## src/rtl/spq_pkg.sv

```systemverilog
// Shared types and constants of the sorted priority queue.
// Used by spq_cell, sorted_priority_queue_top and spq_checker; depends on nothing.
package spq_pkg;

	localparam int DEPTH = 16;
	localparam int CNT_W = $clog2(DEPTH + 1);

	typedef enum logic [1:0] {
		CMD_INSERT  = 2'd0,
		CMD_REMOVE  = 2'd1,
		CMD_REORDER = 2'd2
	} cmd_t;

	typedef struct packed {
		logic        [15:0] id;
		logic        [15:0] arrival;
		logic        [15:0] burst;
		logic signed [31:0] prio;
	} slot_t;

	// Per-transaction control broadcast to every cell.
	typedef struct packed {
		logic  insert_en;
		logic  remove_en;
		slot_t new_slot;
	} cell_ctl_t;

endpackage

```

## src/rtl/spq_cell.sv

```systemverilog
// One slot of the sorted queue chain: holds an entry and trades it with its neighbors.
// Depends on spq_pkg.
module spq_cell (
	input  logic              clk,
	input  spq_pkg::cell_ctl_t ctl,
	input  logic              occupied,
	input  logic              at_tail,
	input  logic              prev_greater,
	input  spq_pkg::slot_t    prev_slot,
	input  spq_pkg::slot_t    next_slot,
	output logic              new_greater,
	output spq_pkg::slot_t    slot_q,
	output spq_pkg::slot_t    slot_d
);

	logic pri_gt;
	logic take_slot;

	assign pri_gt      = ctl.new_slot.prio > slot_q.prio;
	assign new_greater = occupied && pri_gt;
	// Open this slot when the new entry outranks it, or when it is the first free one.
	assign take_slot   = occupied ? pri_gt : at_tail;

	always_comb begin
		slot_d = slot_q;
		if (ctl.insert_en && take_slot) begin
			// Shift the front neighbor back if it is also outranked, else land here.
			slot_d = prev_greater ? prev_slot : ctl.new_slot;
		end else if (ctl.remove_en) begin
			slot_d = next_slot;
		end
	end

	always_ff @(posedge clk) begin
		slot_q <= slot_d;
	end

endmodule

```

## src/rtl/sorted_priority_queue_top.sv

```systemverilog
// Top level of the sorted priority queue: command channel, result channel, cell chain.
// Depends on spq_pkg and spq_cell.
//
// Usage:
//   Input channel (in_valid/in_ready) carries one command per transaction:
//   insert an entry, remove the head, or run a reorder pass. Output channel
//   (out_valid/out_ready) returns one result per command: the head entry,
//   the entry count, the empty flag and whether the command took effect.
//   The result is valid in the cycle after the command transaction.
//   Throughput: one command per cycle while results are taken; the whole chain of DEPTH cells updates
//   in that single cycle, each cell comparing its own priority with the new
//   entry and taking data from a neighbor, so no loop spans the queue.
//   The result register is the only buffer: while a result waits on a
//   stalled receiver, in_ready is low; it rises in the cycle the result is
//   taken, so a new command may enter on the same edge.
//   Reset (arst_n low) empties the queue and drops any pending result; no
//   clearing pass is needed, since only slots below the count are read.
//   Entries stay sorted by priority, highest at the head, with equal
//   priorities in insertion order; a reorder pass therefore finds no pair
//   to swap and leaves the chain as is, reporting accepted.
module sorted_priority_queue_top (
	input  logic               clk,
	input  logic               arst_n,
	input  logic               in_valid,
	output logic               in_ready,
	input  logic        [1:0]  cmd,
	input  logic        [15:0] task_id,
	input  logic        [15:0] task_arrival,
	input  logic        [15:0] task_burst,
	input  logic signed [31:0] priority_req,
	output logic               out_valid,
	input  logic               out_ready,
	output logic        [15:0] head_id,
	output logic        [15:0] head_arrival,
	output logic        [15:0] head_burst,
	output logic signed [31:0] head_priority,
	output logic        [4:0]  entry_count,
	output logic               queue_empty,
	output logic               accepted
);

	localparam int D = spq_pkg::DEPTH;
	localparam int W = spq_pkg::CNT_W;

	logic [W-1:0]        occ_q;
	logic [W-1:0]        occ_d;
	logic                out_valid_q;
	logic                in_fire;
	logic                full;
	logic                empty;
	logic                is_insert;
	logic                is_remove;
	logic                is_reorder;
	logic                ok;
	spq_pkg::cell_ctl_t  ctl;
	spq_pkg::slot_t      head_q;
	logic [4:0]          count_q;
	logic                empty_q;
	logic                ok_q;

	spq_pkg::slot_t      cell_q [D];
	spq_pkg::slot_t      cell_d [D];
	logic                cell_gt [D];

	// Accept a new transaction when the result register is free or being drained.
	assign in_ready  = !out_valid_q || out_ready;
	assign in_fire   = in_valid && in_ready;
	assign out_valid = out_valid_q;

	assign full       = occ_q == W'(D);
	assign empty      = occ_q == '0;
	assign is_insert  = cmd == spq_pkg::CMD_INSERT;
	assign is_remove  = cmd == spq_pkg::CMD_REMOVE;
	assign is_reorder = cmd == spq_pkg::CMD_REORDER;

	always_comb begin
		ctl.new_slot.id      = task_id;
		ctl.new_slot.arrival = task_arrival;
		ctl.new_slot.burst   = task_burst;
		ctl.new_slot.prio    = priority_req;
		// Drop inserts of the null id and inserts into a full queue.
		ctl.insert_en = in_fire && is_insert && (task_id != '0) && !full;
		// Drop removes from an empty queue.
		ctl.remove_en = in_fire && is_remove && !empty;
		ok = ctl.insert_en || ctl.remove_en || (in_fire && is_reorder);
		occ_d = occ_q;
		if (ctl.insert_en) begin
			occ_d = occ_q + W'(1);
		end else if (ctl.remove_en) begin
			occ_d = occ_q - W'(1);
		end
	end

	// Chain of cells, head at index 0. Each cell sees its front and rear neighbor.
	for (genvar k = 0; k < D; k++) begin : g_cell
		spq_pkg::slot_t prev_s;
		spq_pkg::slot_t next_s;
		logic           prev_gt;

		if (k == 0) begin : g_head
			assign prev_s  = ctl.new_slot;
			assign prev_gt = 1'b0;
		end else begin : g_body
			assign prev_s  = cell_q[k-1];
			assign prev_gt = cell_gt[k-1];
		end

		if (k == D - 1) begin : g_tail
			assign next_s = cell_q[k];
		end else begin : g_mid
			assign next_s = cell_q[k+1];
		end

		spq_cell u_cell (
			.clk          (clk),
			.ctl          (ctl),
			.occupied     (occ_q > W'(k)),
			.at_tail      (occ_q == W'(k)),
			.prev_greater (prev_gt),
			.prev_slot    (prev_s),
			.next_slot    (next_s),
			.new_greater  (cell_gt[k]),
			.slot_q       (cell_q[k]),
			.slot_d       (cell_d[k])
		);
	end

	always_ff @(posedge clk or negedge arst_n) begin
		if (!arst_n) begin
			occ_q       <= '0;
			out_valid_q <= 1'b0;
		end else begin
			if (in_fire) begin
				occ_q       <= occ_d;
				out_valid_q <= 1'b1;
			end else if (out_ready) begin
				out_valid_q <= 1'b0;
			end
		end
	end

	// Capture the result from the chain's next head value; zero it when empty.
	always_ff @(posedge clk) begin
		if (in_fire) begin
			head_q  <= (occ_d == '0) ? '0 : cell_d[0];
			count_q <= 5'(occ_d);
			empty_q <= occ_d == '0;
			ok_q    <= ok;
		end
	end

	assign head_id       = head_q.id;
	assign head_arrival  = head_q.arrival;
	assign head_burst    = head_q.burst;
	assign head_priority = head_q.prio;
	assign entry_count   = count_q;
	assign queue_empty   = empty_q;
	assign accepted      = ok_q;

endmodule

```

## config.mk

```make
export PLATFORM = sky130hd
export DESIGN_NAME = sorted_priority_queue_top
export DESIGN_NICKNAME = d
export VERILOG_FILES = /design/src/rtl/spq_pkg.sv /design/src/rtl/spq_cell.sv /design/src/rtl/sorted_priority_queue_top.sv
export SDC_FILE = /design/constraint.sdc
export NUM_CORES = 2
export LEC_CHECK = 0
export BUFFER_PORTS_ARGS = -buffer_cell sky130_fd_sc_hd__clkbuf_2
export CAP_MARGIN = 10
export CORE_ASPECT_RATIO = 1.4
export CORE_MARGIN = 2
export CORE_UTILIZATION = 29
export CTS_BUF_LIST = sky130_fd_sc_hd__clkbuf_8
export CTS_CLUSTER_DIAMETER = 50
export DETAILED_ROUTE_END_ITERATION = 16
export MAX_ROUTING_LAYER = met4
export SLEW_MARGIN = 20
export SYNTH_ARGS = -nofsm -noshare
export SYNTH_HDL_FRONTEND = slang
export SYNTH_SLANG_ARGS = --single-unit
```

## constraint.sdc

```tcl
create_clock -name clk -period 17.2 [get_ports clk]
set_input_delay 0.86 -clock clk [delete_from_list [all_inputs] [get_ports clk]]
set_output_delay 0.86 -clock clk [all_outputs]
set_load 0.03 [all_outputs]
```

==> impl_metrics.json <==
{
  "status": "complete, no violations",
  "cts-root-buf": "clkbuf_8",
  "dr_total_vias": 62024,
  "grt_antenna_before_repair": 32,
  "internal_power_mw": 7.24,
  "layout-drive-gt1-share_pct": 16.0,
  "numCtsBuffers": 227,
  "gp_congestion": 0.950,
  "grt_use_met1_pct": 22.7,
  "portBuffers": 174,
  "critPathArrivalTime_ns": 7.04,
  "grt_pass1_vias": 63781,
  "setup_slack_ns": 10.76,
  "cts_max_path_buffers": 4,
  "met2_usage_pct": 35.5,
  "syn_area_per_cell_sq_um": 11.1,
  "clkPwrFrac_pct": 25.3,
  "finalNetCount": 8139,
  "fin_skew_ns": 0.117,
  "crit_required_ns": 17.79,
  "start_kind": "flip-flop",
  "routed_wl_um": 308000,
  "core_area_sq_um": 288000,
  "rsz0062_at_grt": "no",
  "fin_area_sq_um": 92900,
  "post-route-drc-count": 0,
  "met3_usage_pct": 3.03,
  "setup_violations": 0,
  "die_area_sq_um": 294000,
  "detailedPlace.worstSlack_ns": 9.85,
  "dpl_cell_area_sq_um": 88400,
  "clk_pin_slew_ns": 0.06,
  "final_max_slew_viol_count": 0,
  "setup_tns_ns": 0,
  "initial_core_util_pct": 29.2,
  "drtAntennaViolNets": 0,
  "viasPerCell": 5.39,
  "htreeDepth": 4,
  "overflow": 0,
  "p_sw_share_pct": 37.9,
  "worstMarginPinSlew_ns": 1.24,
  "synth_area_leader_cell": "edfxtp_1",
  "synth-main-ff-cell": "edfxtp_1",
  "die_h_um": 641,
  "synth-edff-count": 1287,
  "synthTopCellsByArea": "edfxtp_1 (46%), mux2i_1 (12%), ha_1 (7.7%)",
  "grt_max_degree": 162,
  "min_path_type": "input port to flip-flop",
  "grt_usage_pct": 20.9,
  "yosysUniqueCellTypes": 80,
  "leakage_nw": 36.7,
  "netlist_area_sq_um": 83900,
  "die_w_um": 459,
  "powerDensity_nw_per_um2": 126,
  "rows": 233,
  "fmax_mhz": 155,
  "syn_to_final_growth_pct": 10.6,
  "finalPower_mw": 11.7,
  "finalCritPeriodShare_pct": 37.5,
  "yosysSeqAreaShare_pct": 48.1,
  "clkSinkCount": 1373,
  "synth_top_area_share_pct": 46.0,
  "yosysWarnings": 0,
  "cap_violations": 0,
  "pwr-share-seq_pct": 38.2,
  "wl_per_cell_um": 26.8,
  "hold_viol_final": 0,
  "place.detailed.hpwl_um": 203000,
  "p_sw_mw": 4.43,
  "grt_pass1_wl_um": 441000,
  "cts_setup_buffers": 0,
  "drt_pass1_iterations": 7,
  "drt_iter0_markers": 4780,
  "syn_nets": 8196,
  "critPathKind": "flip-flop to flip-flop",
  "busiest_layer": "met2",
  "synth_cells": 7593,
  "synthArstFlopShare_pct": 0.437,
  "critical_path.max_fanout": 81,
  "ios": 175,
  "cp-end-kind": "flip-flop",
  "cts_tree": "yes",
  "insertion_delay_ns": 1.04,
  "vdd_drop_max_mv": 0.0862,
  "ys_seq_elements": 1373,
  "max-slew-margin-rel_pct": 17.7,
  "combPwrFrac_pct": 36.5,
  "period_needed_ns": 6.44
}
stage by stage:
step | std cells | utilization, % | hold slack [ns]
floorplan | 7593 | - | 0.516
CTS | 11478 | 32.3 | 0.0813
finish | 11502 | 32.3 | 0.157
global placement | 11064 | 30.7 | 0.524
global route | 11502 | 32.3 | 0.149
detailed placement | 11065 | 30.7 | 0.533
flip-flops by register name, summed over array words and instances, names as in the netlist:
signal	cells
g_cell.u_cell.slot_q	1280
head_priority	32
head_arrival	16
head_burst	16
head_id	16
entry_count	5
occ_q	5
accepted	1
out_valid	1
queue_empty	1
cell usage after synthesis (19+ instances only):
master and n:
edfxtp_1 1287, mux2i_1 1005, a21oi_1 743, inv_1 570, ha_1 517, nor2_1 494, nand2_1 479, mux2_2 464
clkbuf_1 345, o21ai_0 326, buf_2 206, nand4_1 101, o21a_1 95, nand3_1 83, o211a_1 83, o221ai_1 81
dfxtp_1 80, o22a_1 79, a21o_1 70, or2_2 52, nand2b_1 51, o211ai_1 42, mux2_4 39, nor3_1 30
nor2b_1 27, a211oi_1 22, nor4_1 19
worst max-delay path: stages (launching register included):
cell	delay, ns
edfxtp_1	0.41
inv_1	0.07
ha_1	0.29
nand2_1	0.08
nor3_1	0.58
inv_1	0.10
nor3_1	0.71
buf_4	0.24
a2111oi_0	0.14
a211oi_4	0.29
buf_12	0.62
o21a_4	0.64
nand2b_4	0.60
buf_4	0.74
cells in the final DEF (no fill, tap or decap), types with 41 or more instances in the layout:
cell      count
nand2_1     471
nand3_1      82
nor2_1      494
o211ai_1     42
mux2_2      464
nand4_1     101
inv_1       651
a21oi_1     739
ha_1        516
o21a_1       93
o221ai_1     81
o22a_1       79
clkbuf_2    174
clkbuf_8    260
dfxtp_1      80
or2_2        52
o211a_1      82
edfxtp_1   1287
buf_4       126
a21o_1       68
mux2i_1    1003
nand2b_1     41
o21ai_0     324
path summary, 6_finish.rpt:
| check | from | endpoint | slack (ns) | cells after the start |
|---|---|---|---|---|
| min in group asynchronous | arst_n | out_valid | 0.23 | 2 |
| min | out_ready | out_valid | 0.16 | 3 |
| max | g_cell[12].u_cell.slot_q[31] | g_cell[12].u_cell.slot_q[12] | 10.76 | 13 |
| max in group asynchronous | arst_n | occ_q[3] | 16.75 | 2 |
| min reg2reg | g_cell[10].u_cell.slot_q[35] | g_cell[9].u_cell.slot_q[35] | 0.52 | 1 |
| max reg2reg | g_cell[12].u_cell.slot_q[31] | g_cell[12].u_cell.slot_q[12] | 10.76 | 13 |
layer usage:
| metal | routed length (um) | vias up |
|---|---|---|
| met1 | 115000 | 31096 |
| met2 | 152000 | 2345 |
| li1 | - | 27788 |
| met3 | 18300 | 795 |
| met5 | 0 | - |
| met4 | 22500 | 0 |
kinds of logic after synthesis:
family	after synthesis	share of synthesized area, %
compound gates	1632	12.0
flops	1373	48.1
mux	1512	19.0
xor+xnor	10	0.104
fa+ha+maj	517	7.71
buf+inv	1165	5.79
simple gates	1384	7.31
area by class of cell:
cell class | instances | area [sq um]
Tap cell | 3760 | 4700
Clock inverter | 151 | 816
Antenna cell | 24 | 60.1
Fill cell | 28917 | 195000
Timing Repair Buffer | 309 | 1980
Sequential cell | 1373 | 40400
Inverter | 570 | 2140
Clock buffer | 260 | 3580
Multi-Input combinational cell | 5055 | 39200
power groups by stage:
stage | registers, mW | clock network (mW) | logic, mW
after floorplan | 4.51 | 0 | 2.80
after global placement | 4.52 | 0 | 4.16
after detailed placement | 4.52 | 0 | 4.22
after CTS | 4.46 | 3.01 | 4.24
after global routing | 4.50 | 3.12 | 4.50
final | 4.46 | 2.95 | 4.26
repair_timing:
item                      4_1_cts  5_1_grt
hold buffers                    2        0
gates resized for setup         0        0
hold endpoints to repair        7        0
Note: power is estimated with default switching activity, not from simulation.
